<file path="src/rtl/srs_pkg.sv">
// ----------------------------------------------------------------------------
// srs_pkg
// Shared constants, codes and controller/datapath interface types for the
// stripe request splitter.
// ----------------------------------------------------------------------------
package srs_pkg;

  localparam int unsigned MaxDisks    = 16;
  localparam int unsigned MaxSegments = 64;

  // fixed field widths
  localparam int unsigned DiskCntW = 5;
  localparam int unsigned ChunkW   = 16;
  localparam int unsigned BlockW   = 32;
  localparam int unsigned CountW   = 16;
  localparam int unsigned DiskIdxW = 4;
  localparam int unsigned StatusW  = 2;
  localparam int unsigned CfgIdxW  = 2;
  localparam int unsigned CfgDataW = 32;

  // widths that follow from the limits
  localparam int unsigned DiskW  = (MaxDisks > 1) ? $clog2(MaxDisks) : 1;
  localparam int unsigned NdW    = $clog2(MaxDisks + 1);
  localparam int unsigned SpanW  = CountW + 1;
  localparam int unsigned LimW   = ChunkW + $clog2(MaxSegments + 1);

  // shared divider: 32-bit dividend, 16-bit divisor, two quotient bits per cycle
  localparam int unsigned DivW       = BlockW;
  localparam int unsigned DivisorW   = ChunkW;
  localparam int unsigned DivRadixW  = 2;
  localparam int unsigned DivSteps   = DivW / DivRadixW;
  localparam int unsigned DivCntW    = $clog2(DivSteps);

  typedef enum logic [CfgIdxW-1:0] {
    CfgDiskCount    = 2'd0,
    CfgChunkBlocks  = 2'd1,
    CfgVolumeBlocks = 2'd2
  } srs_cfg_e;

  typedef enum logic [StatusW-1:0] {
    StatusOk      = 2'd0,
    StatusBadAddr = 2'd1,
    StatusTooLong = 2'd2
  } srs_status_e;

  typedef enum logic {
    DivFirstByChunk = 1'b0,
    DivChunkByDisks = 1'b1
  } srs_div_sel_e;

  typedef struct packed {
    logic         in_load;
    logic         div_start;
    srs_div_sel_e div_sel;
    logic         offs_load;
    logic         base_load;
    logic         seg_step;
    logic         out_load;
    logic         out_single;
    srs_status_e  out_status;
  } srs_cmd_t;

  typedef struct packed {
    logic bad;
    logic empty;
    logic too_long;
    logic div_done;
    logic out_free;
    logic seg_last;
  } srs_sts_t;

endpackage

</file>
<file path="src/rtl/srs_div.sv">
// ----------------------------------------------------------------------------
// srs_div
// Iterative unsigned divider, restoring, two quotient bits per cycle.
// ----------------------------------------------------------------------------
module srs_div (
  input  logic                          clk_i,
  input  logic                          rst_ni,
  input  logic                          start_i,
  input  logic [srs_pkg::DivW-1:0]      dividend_i,
  input  logic [srs_pkg::DivisorW-1:0]  divisor_i,
  output logic                          done_o,
  output logic [srs_pkg::DivW-1:0]      quot_o,
  output logic [srs_pkg::DivisorW-1:0]  rem_o
);
  import srs_pkg::*;

  logic                busy_q;
  logic [DivCntW-1:0]  cnt_q;
  logic [DivW-1:0]     q_q, q_d;
  logic [DivisorW-1:0] r_q, r_d;
  logic [DivisorW-1:0] d_q;

  // remainder stays below the divisor, so one compare-subtract per bit
  always_comb begin
    logic [DivisorW:0] t;
    q_d = q_q;
    r_d = r_q;
    t   = '0;
    for (int i = 0; i < DivRadixW; i++) begin
      t   = {r_d, q_d[DivW-1]};
      q_d = {q_d[DivW-2:0], 1'b0};
      if (t >= {1'b0, d_q}) begin
        t      = t - {1'b0, d_q};
        q_d[0] = 1'b1;
      end
      r_d = t[DivisorW-1:0];
    end
  end

  assign done_o = busy_q && (cnt_q == DivCntW'(DivSteps - 1));
  assign quot_o = q_q;
  assign rem_o  = r_q;

  always_ff @(posedge clk_i or negedge rst_ni) begin
    if (!rst_ni) begin
      busy_q <= 1'b0;
      cnt_q  <= '0;
    end else if (start_i) begin
      busy_q <= 1'b1;
      cnt_q  <= '0;
    end else if (busy_q) begin
      cnt_q <= cnt_q + 1'b1;
      if (done_o) begin
        busy_q <= 1'b0;
      end
    end
  end

  always_ff @(posedge clk_i) begin
    if (start_i) begin
      q_q <= dividend_i;
      r_q <= '0;
      d_q <= divisor_i;
    end else if (busy_q) begin
      q_q <= q_d;
      r_q <= r_d;
    end
  end

  a_start_idle: assert property (@(posedge clk_i) disable iff (!rst_ni)
    start_i |-> !busy_q)
    else $error("divider restarted while busy");

  a_done_ends: assert property (@(posedge clk_i) disable iff (!rst_ni)
    (done_o && !start_i) |=> !busy_q)
    else $error("divider still busy after last step");

endmodule

</file>
<file path="src/rtl/srs_datapath.sv">
// ----------------------------------------------------------------------------
// srs_datapath
// Volume registers, request registers, division and stripe base, per-segment
// address generation and the result register.
// ----------------------------------------------------------------------------
module srs_datapath (
  input  logic                          clk_i,
  input  logic                          rst_ni,
  input  logic                          cfg_we_i,
  input  logic [srs_pkg::CfgIdxW-1:0]   cfg_index_i,
  input  logic [srs_pkg::CfgDataW-1:0]  cfg_data_i,
  input  logic                          opcode_i,
  input  logic [srs_pkg::BlockW-1:0]    first_block_i,
  input  logic [srs_pkg::CountW-1:0]    block_count_i,
  input  srs_pkg::srs_cmd_t             cmd_i,
  output srs_pkg::srs_sts_t             sts_o,
  output logic                          out_valid_o,
  input  logic                          out_ready_i,
  output logic                          op_kind_o,
  output logic [srs_pkg::DiskIdxW-1:0]  disk_index_o,
  output logic [srs_pkg::BlockW-1:0]    disk_block_o,
  output logic [srs_pkg::CountW-1:0]    segment_blocks_o,
  output logic [srs_pkg::CountW-1:0]    request_offset_o,
  output logic [srs_pkg::StatusW-1:0]   status_o,
  output logic                          last_o
);
  import srs_pkg::*;

  // volume registers
  logic [DiskCntW-1:0] disk_count_q;
  logic [ChunkW-1:0]   chunk_blocks_q;
  logic [BlockW-1:0]   volume_blocks_q;

  // request and walk registers
  logic                op_q;
  logic [BlockW-1:0]   first_q;
  logic [CountW-1:0]   count_q;
  logic [ChunkW-1:0]   offs_q;
  logic [CountW-1:0]   done_q;
  logic [DiskW-1:0]    disk_q;
  logic [BlockW-1:0]   base_q;

  // result register
  logic                out_valid_q;
  logic                out_op_q;
  logic [DiskIdxW-1:0] out_disk_q;
  logic [BlockW-1:0]   out_block_q;
  logic [CountW-1:0]   out_len_q;
  logic [CountW-1:0]   out_off_q;
  srs_status_e         out_status_q;
  logic                out_last_q;

  logic [NdW-1:0]      nd;
  logic [ChunkW-1:0]   cs;
  logic [BlockW:0]     end_blk;
  logic [SpanW-1:0]    span;
  logic [LimW-1:0]     span_lim;
  logic [DivW-1:0]     div_dividend;
  logic [DivisorW-1:0] div_divisor;
  logic                div_done;
  logic [DivW-1:0]     div_quot;
  logic [DivisorW-1:0] div_rem;
  logic [BlockW+ChunkW-1:0] base_full;
  logic [ChunkW-1:0]   room;
  logic [CountW-1:0]   left;
  logic                seg_last;
  logic [CountW-1:0]   seg_len;
  logic [BlockW-1:0]   seg_blk;
  logic                disk_wrap;

  // disk count clamped to 1..MaxDisks, chunk size at least 1
  always_comb begin
    if (disk_count_q == '0) begin
      nd = NdW'(1);
    end else if (32'(disk_count_q) > MaxDisks) begin
      nd = NdW'(MaxDisks);
    end else begin
      nd = NdW'(disk_count_q);
    end
    cs = (chunk_blocks_q == '0) ? ChunkW'(1) : chunk_blocks_q;
  end

  assign end_blk  = {1'b0, first_q} + (BlockW + 1)'(count_q);
  // more than MaxSegments chunks touched iff offset + count > MaxSegments * chunk
  assign span     = SpanW'(div_rem) + SpanW'(count_q);
  assign span_lim = LimW'(cs) * LimW'(MaxSegments);

  assign div_dividend = (cmd_i.div_sel == DivChunkByDisks) ? div_quot : first_q;
  assign div_divisor  = (cmd_i.div_sel == DivChunkByDisks) ? DivisorW'(nd) : cs;

  srs_div u_div (
    .clk_i      (clk_i),
    .rst_ni     (rst_ni),
    .start_i    (cmd_i.div_start),
    .dividend_i (div_dividend),
    .divisor_i  (div_divisor),
    .done_o     (div_done),
    .quot_o     (div_quot),
    .rem_o      (div_rem)
  );

  assign base_full = (BlockW + ChunkW)'(div_quot) * (BlockW + ChunkW)'(cs);

  // current segment
  assign room      = cs - offs_q;
  assign left      = count_q - done_q;
  assign seg_last  = 32'(left) <= 32'(room);
  assign seg_len   = seg_last ? left : CountW'(room);
  assign seg_blk   = base_q + BlockW'(offs_q);
  assign disk_wrap = 32'(disk_q) == (32'(nd) - 32'd1);

  assign sts_o.bad      = end_blk > {1'b0, volume_blocks_q};
  assign sts_o.empty    = count_q == '0;
  assign sts_o.too_long = LimW'(span) > span_lim;
  assign sts_o.div_done = div_done;
  assign sts_o.out_free = !out_valid_q || out_ready_i;
  assign sts_o.seg_last = seg_last;

  always_ff @(posedge clk_i or negedge rst_ni) begin
    if (!rst_ni) begin
      disk_count_q    <= DiskCntW'(2);
      chunk_blocks_q  <= ChunkW'(4);
      volume_blocks_q <= '0;
    end else if (cfg_we_i) begin
      unique case (cfg_index_i)
        CfgDiskCount:    disk_count_q    <= cfg_data_i[DiskCntW-1:0];
        CfgChunkBlocks:  chunk_blocks_q  <= cfg_data_i[ChunkW-1:0];
        CfgVolumeBlocks: volume_blocks_q <= cfg_data_i[BlockW-1:0];
        default: ;
      endcase
    end
  end

  always_ff @(posedge clk_i) begin
    if (cmd_i.in_load) begin
      op_q    <= opcode_i;
      first_q <= first_block_i;
      count_q <= block_count_i;
      done_q  <= '0;
    end
    if (cmd_i.offs_load) begin
      offs_q <= div_rem;
    end
    if (cmd_i.base_load) begin
      base_q <= base_full[BlockW-1:0];
      disk_q <= DiskW'(div_rem);
    end
    if (cmd_i.seg_step) begin
      done_q <= done_q + seg_len;
      offs_q <= '0;
      if (disk_wrap) begin
        disk_q <= '0;
        base_q <= base_q + BlockW'(cs);
      end else begin
        disk_q <= disk_q + 1'b1;
      end
    end
  end

  always_ff @(posedge clk_i or negedge rst_ni) begin
    if (!rst_ni) begin
      out_valid_q <= 1'b0;
    end else if (cmd_i.out_load) begin
      out_valid_q <= 1'b1;
    end else if (out_ready_i) begin
      out_valid_q <= 1'b0;
    end
  end

  always_ff @(posedge clk_i) begin
    if (cmd_i.out_load) begin
      out_op_q <= op_q;
      if (cmd_i.out_single) begin
        out_disk_q   <= '0;
        out_block_q  <= '0;
        out_len_q    <= '0;
        out_off_q    <= '0;
        out_status_q <= cmd_i.out_status;
        out_last_q   <= 1'b1;
      end else begin
        out_disk_q   <= DiskIdxW'(disk_q);
        out_block_q  <= seg_blk;
        out_len_q    <= seg_len;
        out_off_q    <= done_q;
        out_status_q <= StatusOk;
        out_last_q   <= seg_last;
      end
    end
  end

  assign out_valid_o      = out_valid_q;
  assign op_kind_o        = out_op_q;
  assign disk_index_o     = out_disk_q;
  assign disk_block_o     = out_block_q;
  assign segment_blocks_o = out_len_q;
  assign request_offset_o = out_off_q;
  assign status_o         = out_status_q;
  assign last_o           = out_last_q;

  a_load_free: assert property (@(posedge clk_i) disable iff (!rst_ni)
    cmd_i.out_load |-> (!out_valid_q || out_ready_i))
    else $error("result register overwritten before transfer");

  a_seg_nonzero: assert property (@(posedge clk_i) disable iff (!rst_ni)
    (cmd_i.out_load && !cmd_i.out_single) |-> (seg_len != '0))
    else $error("empty segment emitted");

  a_disk_range: assert property (@(posedge clk_i) disable iff (!rst_ni)
    cmd_i.seg_step |-> (32'(disk_q) < 32'(nd)))
    else $error("disk index beyond disk count");

endmodule

</file>
<file path="src/rtl/srs_ctrl.sv">
// ----------------------------------------------------------------------------
// srs_ctrl
// Request sequencer: range checks, the two divisions, stripe base, then one
// segment per cycle while the result register is free.
// ----------------------------------------------------------------------------
module srs_ctrl (
  input  logic              clk_i,
  input  logic              rst_ni,
  input  logic              in_valid_i,
  output logic              in_ready_o,
  input  srs_pkg::srs_sts_t sts_i,
  output srs_pkg::srs_cmd_t cmd_o
);
  import srs_pkg::*;

  typedef enum logic [2:0] {
    StIdle,
    StCheck,
    StDivChunk,
    StRange,
    StDivDisk,
    StBase,
    StSeg,
    StSingle
  } state_e;

  state_e      state_q, state_d;
  srs_status_e err_q, err_d;

  always_comb begin
    state_d    = state_q;
    err_d      = err_q;
    in_ready_o = 1'b0;
    cmd_o      = '0;
    cmd_o.div_sel    = DivFirstByChunk;
    cmd_o.out_status = err_q;
    unique case (state_q)
      StIdle: begin
        in_ready_o = 1'b1;
        if (in_valid_i) begin
          cmd_o.in_load = 1'b1;
          state_d       = StCheck;
        end
      end
      StCheck: begin
        priority if (sts_i.bad) begin
          err_d   = StatusBadAddr;
          state_d = StSingle;
        end else if (sts_i.empty) begin
          err_d   = StatusOk;
          state_d = StSingle;
        end else begin
          cmd_o.div_start = 1'b1;
          state_d         = StDivChunk;
        end
      end
      StDivChunk: begin
        if (sts_i.div_done) begin
          state_d = StRange;
        end
      end
      StRange: begin
        // quotient is the first chunk, remainder the offset in it
        cmd_o.offs_load = 1'b1;
        if (sts_i.too_long) begin
          err_d   = StatusTooLong;
          state_d = StSingle;
        end else begin
          cmd_o.div_start = 1'b1;
          cmd_o.div_sel   = DivChunkByDisks;
          state_d         = StDivDisk;
        end
      end
      StDivDisk: begin
        if (sts_i.div_done) begin
          state_d = StBase;
        end
      end
      StBase: begin
        cmd_o.base_load = 1'b1;
        state_d         = StSeg;
      end
      StSeg: begin
        if (sts_i.out_free) begin
          cmd_o.out_load = 1'b1;
          cmd_o.seg_step = 1'b1;
          if (sts_i.seg_last) begin
            state_d = StIdle;
          end
        end
      end
      StSingle: begin
        if (sts_i.out_free) begin
          cmd_o.out_load   = 1'b1;
          cmd_o.out_single = 1'b1;
          state_d          = StIdle;
        end
      end
      default: state_d = StIdle;
    endcase
  end

  always_ff @(posedge clk_i or negedge rst_ni) begin
    if (!rst_ni) begin
      state_q <= StIdle;
      err_q   <= StatusOk;
    end else begin
      state_q <= state_d;
      err_q   <= err_d;
    end
  end

endmodule

</file>
<file path="src/rtl/stripe_request_splitter.sv">
// ----------------------------------------------------------------------------
// stripe_request_splitter
// Maps a striped-volume read/write request onto per-disk segments, split at
// chunk boundaries, with bad-address and too-long checks.
// ----------------------------------------------------------------------------
//   channel  handshake                 payload
//   in       in_valid_i / in_ready_o   opcode, first_block, block_count
//   out      out_valid_o / out_ready_i op_kind, disk_index, disk_block,
//                                      segment_blocks, request_offset,
//                                      status, last
//   cfg      cfg_we_i                  cfg_index_i, cfg_data_i
//
// One request at a time: check, a radix-4 division, range, a second radix-4
// division and base, then one segment per cycle while the output register is
// free; a bad-address or empty request ends at check, a too-long one at range.
// A stalled output holds the segment walk; the next request is taken once the
// last result sits in the output register.
// Reset gives disk_count 2, chunk_blocks 4, volume_blocks 0.
// ----------------------------------------------------------------------------
module stripe_request_splitter (
  input  logic                          clk_i,
  input  logic                          rst_ni,
  input  logic                          cfg_we_i,
  input  logic [srs_pkg::CfgIdxW-1:0]   cfg_index_i,
  input  logic [srs_pkg::CfgDataW-1:0]  cfg_data_i,
  input  logic                          in_valid_i,
  output logic                          in_ready_o,
  input  logic                          opcode_i,
  input  logic [srs_pkg::BlockW-1:0]    first_block_i,
  input  logic [srs_pkg::CountW-1:0]    block_count_i,
  output logic                          out_valid_o,
  input  logic                          out_ready_i,
  output logic                          op_kind_o,
  output logic [srs_pkg::DiskIdxW-1:0]  disk_index_o,
  output logic [srs_pkg::BlockW-1:0]    disk_block_o,
  output logic [srs_pkg::CountW-1:0]    segment_blocks_o,
  output logic [srs_pkg::CountW-1:0]    request_offset_o,
  output logic [srs_pkg::StatusW-1:0]   status_o,
  output logic                          last_o
);
  import srs_pkg::*;

  srs_cmd_t cmd;
  srs_sts_t sts;

  srs_ctrl u_ctrl (
    .clk_i      (clk_i),
    .rst_ni     (rst_ni),
    .in_valid_i (in_valid_i),
    .in_ready_o (in_ready_o),
    .sts_i      (sts),
    .cmd_o      (cmd)
  );

  srs_datapath u_dp (
    .clk_i            (clk_i),
    .rst_ni           (rst_ni),
    .cfg_we_i         (cfg_we_i),
    .cfg_index_i      (cfg_index_i),
    .cfg_data_i       (cfg_data_i),
    .opcode_i         (opcode_i),
    .first_block_i    (first_block_i),
    .block_count_i    (block_count_i),
    .cmd_i            (cmd),
    .sts_o            (sts),
    .out_valid_o      (out_valid_o),
    .out_ready_i      (out_ready_i),
    .op_kind_o        (op_kind_o),
    .disk_index_o     (disk_index_o),
    .disk_block_o     (disk_block_o),
    .segment_blocks_o (segment_blocks_o),
    .request_offset_o (request_offset_o),
    .status_o         (status_o),
    .last_o           (last_o)
  );

endmodule

</file>
<file path="config.mk">
export PLATFORM = sky130hd
export DESIGN_NAME = stripe_request_splitter
export DESIGN_NICKNAME = d
export VERILOG_FILES = /design/src/rtl/srs_pkg.sv /design/src/rtl/srs_div.sv /design/src/rtl/srs_datapath.sv /design/src/rtl/srs_ctrl.sv /design/src/rtl/stripe_request_splitter.sv
export SDC_FILE = /design/constraint.sdc
export NUM_CORES = 2
export LEC_CHECK = 0
export BUFFER_PORTS_ARGS = -buffer_cell sky130_fd_sc_hd__buf_2
export CAP_MARGIN = 20
export CORE_MARGIN = 3
export CORE_UTILIZATION = 50
export DETAILED_ROUTE_END_ITERATION = 7
export PLACE_DENSITY = 0.75
export SKIP_LAST_GASP = 1
export SLEW_MARGIN = 20
export SYNTH_ARGS = -nofsm -noshare
export SYNTH_HDL_FRONTEND = slang
export SYNTH_SLANG_ARGS = --single-unit
</file>
<file path="constraint.sdc">
create_clock -name clk_i -period 14.12 [get_ports clk_i]
set_input_delay 1.412 -clock clk_i [delete_from_list [all_inputs] [get_ports clk_i]]
set_output_delay 1.412 -clock clk_i [all_outputs]
set_load 0.02 [all_outputs]
</file>
### Word level (Yosys, flattened, before mapping)

Index checks and enable logic that the tools add are counted.

* word-level logic and storage cells: 138
* output and inout port bits: 74
* input bits: 88
* flip-flop bits (word level): 317

* equality and inequality tests: 20
* multiplexer cells: 54
* $add $sub $neg: 12
* reduce and logical (&&, ||, !) cells: 19
* order comparisons: 6
* multiply operators: 1

Operators by type and width (number)
* two-way mux 32 bit: 6
* two-way mux 16 bit: 6
* adder 32 x 16 -> 32 bit: 2
* subtractor 16 bit: 4
* greater-or-equal comparator 17 x 16 -> 1 bit: 2
* adder 32 x 16 -> 33 bit: 1
* > comparator 33 x 32 -> 1 bit: 1
* == test 4 x 32 -> 1 bit: 1
* logical NOT 16 bit: 2
* multiplier 32 x 16 -> 32 bit: 1
* two-way mux 3 bit: 8
* case mux 3 bit (8 select lines): 1
* > comparator 17 x 22 -> 1 bit: 1
* two-way mux 4 bit: 5
* adder 16 x 16 -> 17 bit: 1
* adder 16 bit: 1
* less-or-equal comparator 16 bit: 1
* two-way mux 1 bit: 15
* two-way mux 5 bit: 3
* two-way mux 2 bit: 7
* == test 3 bit, second input constant: 4
* != test 2 bit, second input constant: 5
* nonzero test 2 bit: 5
* adder 4 x 1 -> 4 bit, second input constant: 2
* other kinds (20): 27

### Depth between registers and ports, before layout

* word-level depth: 7
* gate-level depth with buffers: 36
* gate-level depth less buffers: 33

### Cells and area by module

Synthesis repeated with hierarchy kept, for this count alone.

* cells, all modules: 3507
* area total of the unflattened synthesis: 32885.3 sq um

By module, submodules not included
* srs_datapath: cells an instance 3018, times used 1, area an instance 27943.0 sq um, sequential area each 6548.8 sq um
* srs_div: cells an instance 441, times used 1, area an instance 4548.1 sq um, sequential area each 1886.8 sq um
* srs_ctrl: cells an instance 48, times used 1, area an instance 394.1 sq um, sequential area each 125.1 sq um

### Worst setup path before layout

OpenSTA, ideal clock, no wires.

* path type: register to register
* start: register u_dp.chunk_blocks_q[13]
* end: register u_dp.done_q[14], data pin
* clock period less this slack: 7734 ps
* setup time: 266 ps
* arrival time: 7468 ps
* setup slack: 6386 ps
* stages on the path, launching flop included: 35
* buffers on the path: 3
* required time: 13854 ps
* cell sequence: dfrtp_1 > or4_1 > nor2_1 > a41o_1 > clkbuf_1 > inv_1 > ha_1 > fa_1 > nor2b_1 > o21ai_0 > a21boi_0 > o211ai_1 > a21oi_1 > nor3_1 > o31ai_1 > xnor2_1 > ha_1 > nand4_1 > or2_2 > nor3_1 > or2_2 > clkbuf_1 > clkbuf_1 > a21oi_1 > ha_1 > fa_1 > a21o_1 > a21oi_1 > nor2b_1 > o21a_1 > o311ai_0 > a31oi_1 > a311oi_1 > xor2_1 > nor2_1

* cells in the longest elaborated chain, start to end: 7

RTL lines
* from (decl): RTL line srs_datapath.sv:31 `logic [ChunkW-1:0] chunk_blocks_q;`
* from (signal assigned): RTL line srs_datapath.sv:122 `chunk_blocks_q <= ChunkW'(4);`
* from (signal assigned): RTL line srs_datapath.sv:127 `CfgChunkBlocks: chunk_blocks_q <= cfg_data_i[ChunkW-1:0];`
* logical NOT 16 bit: RTL line srs_datapath.sv:80 `cs = (chunk_blocks_q == '0) ? ChunkW'(1) : chunk_blocks_q;`
* two-way mux 16 bit (*): RTL line srs_datapath.sv:80
* subtractor 16 bit (*): RTL line srs_datapath.sv:105 `assign room = cs - offs_q;`
* less-or-equal comparator 16 bit: RTL line srs_datapath.sv:107 `assign seg_last = 32'(left) <= 32'(room);`
* two-way mux 16 bit (*): RTL line srs_datapath.sv:108 `assign seg_len = seg_last ? left : CountW'(room);`
* via u_dp.seg_len[0]: RTL line srs_datapath.sv:67 `logic [CountW-1:0] seg_len;`
* adder 16 bit (*): RTL line srs_datapath.sv:149 `done_q <= done_q + seg_len;`
* two-way mux 16 bit (*): RTL line srs_datapath.sv:148 `if (cmd_i.seg_step) begin`
* to (signal assigned): RTL line srs_datapath.sv:149
* to (decl): RTL line srs_datapath.sv:39 `logic [CountW-1:0] done_q;`

The timed path passes the listed nets; every way through them passes the cells marked *.
A chain may end at the register's enable or synchronous reset.

### Worst setup path after layout

* start: register u_dp.chunk_blocks_q[15]
* end: register u_dp.done_q[14], data pin

Same word-level chain as after synthesis.

==> results.ini <==
[sta]
relSlewSlack_pct = 26.6
tns_ns = 0
maxSlewViolCount = 0
fmax_mhz = 118
finalSetupViolCount = 0
hold_viol_final = 0
fin_skew_ns = 0.0146
finalCritPeriodShare_pct = 59.9
grt_setup_unrepaired = no
worst_pin_slew_ns = 1.10
finalCriticalPeriod_ns = 8.46

[worst_setup_path]
cp_max_fo = 32
cp-start-kind = flop
critPathMaxStageDelay_ns = 0.54
required_ns = 14.43
crit_path_end_kind = flop
critPathSlowestCell = or4_1
critPathArrivalTime_ns = 8.77
path_class = reg -> reg

[synthesis]
synth_warnings = 0
async_flop_share_pct = 20.2
synth_xor_area_share_pct = 5.04
syn_inst = 3473
synth.distinct_cells = 89
synth.cell_area_um2 = 32500
netlist_top_cells_area = fa_1 (19%), edfxtp_1 (17%), ha_1 (10%)
synthFlopType = edfxtp_1
ys_seq_area_share_pct = 26.4
ys_ff_latch = 317
synth-adder-area-share_pct = 29.6
synth-compound-area-share_pct = 11.6
syn_area_per_cell_um2 = 9.35
synth_top_family_by_area = adder cells
synthSimpleGateAreaFrac_pct = 15.9
synth_top_area_share_pct = 19.3
yosysTopAreaCell = fa_1
syn_nets = 4142
muxShareOfSynthArea_pct = 3.92
synth_edf_count = 189

[global_route]
track_usage_pct = 26.7
grt_pass1_vias = 25500
grtUsageMet1_pct = 36.3
grt_util_met2_pct = 42.3
grt-ovfl-total = 0
grt_start_max_net_pins = 70
antenna_found_initial = 2
grt_pass1_wl_um = 141000
top_usage_layer = met2
grt_use_met3_pct = 4.40

[finish]
final_common_cell = inv_1
synthToLayoutAreaGrowth_pct = 8.73
layout_common_cells = inv_1 (498), nand2_1 (386), fa_1 (313)
nets = 4231
antenna_cells = 0
drive_above_1_share_pct = 9.91

[cts]
cts_root_buffer = clkbuf_16
tritoncts = built
cts_resized = 0
holdBufCountCts = 0
cts.clk_slew.worst_paths_ns = 0.06
clk_latency_ns = 0.57
cts.sinks = 317
clock_path_buffers = 3
cts_buffers = 38
cts_setup_buffers = 0
htreeDepth = 2

[floorplan]
core-area_um2 = 63700
die_y_um = 261
start_util_pct = 51.0
io_pins = 162
dieArea_um2 = 68000
rows = 92
fp.dieW_um = 261

[placement]
portBuffers = 161
dp_hpwl_um = 68600
routabilityCongestion = 0.978

[routing]
vias = 25600
firstDrtPassIters = 5
wl_per_cell_um = 20.2
drtAntennaViolNets = 0
route.detailed.drc = 0
detail_route.wirelength_um = 89600
drtIter0Drc = 2392
vias_per_cell = 5.76

[worst_hold_path]
hp-class = reg -> reg

[outcome]
status = complete, no violations

[job]
cap_violations = 0

[worst max-delay path, delay by kind of cell (launching register included)]
kind                       cells  cell delay [ns]
AOI/OAI and AO/OA             14             3.33
xor gates and xnor gates       2             0.31
adders and majority gates      5             1.67
buffers and inverters          2             0.32
DFF                            1             0.36
and+or+nand+nor               10             2.20
[kinds of logic after synthesis]
kind of cell,Yosys count
buffers and inverters,645
AO/OA/AOI/OAI,566
AND/OR/NAND/NOR,1062
multiplexers,115
adder cells (fa/ha/maj),581
flip-flops,317
XOR/XNOR,187
[path summary, 6_finish.rpt]
path                       cells after the start                     from                       end  slack, ns
min reg2reg                                    0                u_dp.op_q            u_dp.op_kind_o       0.42
max reg2reg                                   33  u_dp.chunk_blocks_q[15]           u_dp.done_q[14]       5.66
max                                           33  u_dp.chunk_blocks_q[15]           u_dp.done_q[14]       5.66
min in group asynchronous                      2                   rst_ni  u_dp.volume_blocks_q[24]       1.03
min                                            0                u_dp.op_q            u_dp.op_kind_o       0.42
max in group asynchronous                      2                   rst_ni    u_dp.chunk_blocks_q[3]      12.53
[sequential cells by signal (all words and copies together) (netlist names), 2 cells and up]
| register | flops |
|---|---|
| u_dp.base_q | 32 |
| u_dp.disk_block_o | 32 |
| u_dp.first_q | 32 |
| u_dp.u_div.quot_o | 32 |
| u_dp.volume_blocks_q | 32 |
| u_dp.chunk_blocks_q | 16 |
| u_dp.count_q | 16 |
| u_dp.done_q | 16 |
| u_dp.offs_q | 16 |
| u_dp.request_offset_o | 16 |
| u_dp.segment_blocks_o | 16 |
| u_dp.u_div.d_q | 16 |
| u_dp.u_div.rem_o | 16 |
| u_dp.disk_count_q | 5 |
| u_dp.disk_index_o | 4 |
| u_dp.disk_q | 4 |
| u_dp.u_div.cnt_q | 4 |
| u_ctrl.state_q | 3 |
| u_ctrl.err_q | 2 |
| u_dp.status_o | 2 |
[per-stage QoR]
step                      hold slack, ns  utilization (%)  cells  area [um^2]  setup WS [ns]
after global routing               0.427             55.5   4438        35300           4.98
after floorplan                    0.400                -   3473        32500           6.39
after CTS                          0.419             55.5   4438        35300           5.69
final                              0.420             55.5   4438        35300           5.66
after global placement             0.401             53.5   4368        34000           5.81
after detailed placement           0.405             53.5   4368        34000           5.72
[area by class of cell]
cell class                      instances  area, um^2
Tap cell                              846        1060
Clock buffer                           45        1010
Fill cell                            5586       28400
Inverter                              500        1880
Sequential cell                       317        8560
Clock inverter                         25         256
Multi-Input combinational cell       2511       21500
Timing Repair Buffer                  194        1050
[per-layer routing]
metal	share of wire, %	vias to the layer above	routed length [um]
met5	0	-	0
met4	5.1	0	4530
met3	8.3	233	7420
met2	45	1090	40000
met1	42	12500	37600
li1	-	11800	-
[cell usage after synthesis, drive strengths merged, types with 15 or more instances]
library cell	count
a211oi	56
a21o	46
a21oi	148
a31oi	20
and2	188
and3	29
clkbuf	134
dfrtp	62
dfxtp	64
edfxtp	189
fa	313
ha	268
inv	500
mux2	97
mux2i	18
nand2	386
nand2b	25
nand3	48
nand4	24
nor2	191
nor2b	28
nor3	54
nor4	15
o211ai	17
o21a	36
o21ai	109
o21bai	15
or3	31
xnor2	127
xor2	60
Power is not shown: default switching activity piles up to over one toggle a cycle in this logic, so the estimate is an artifact.
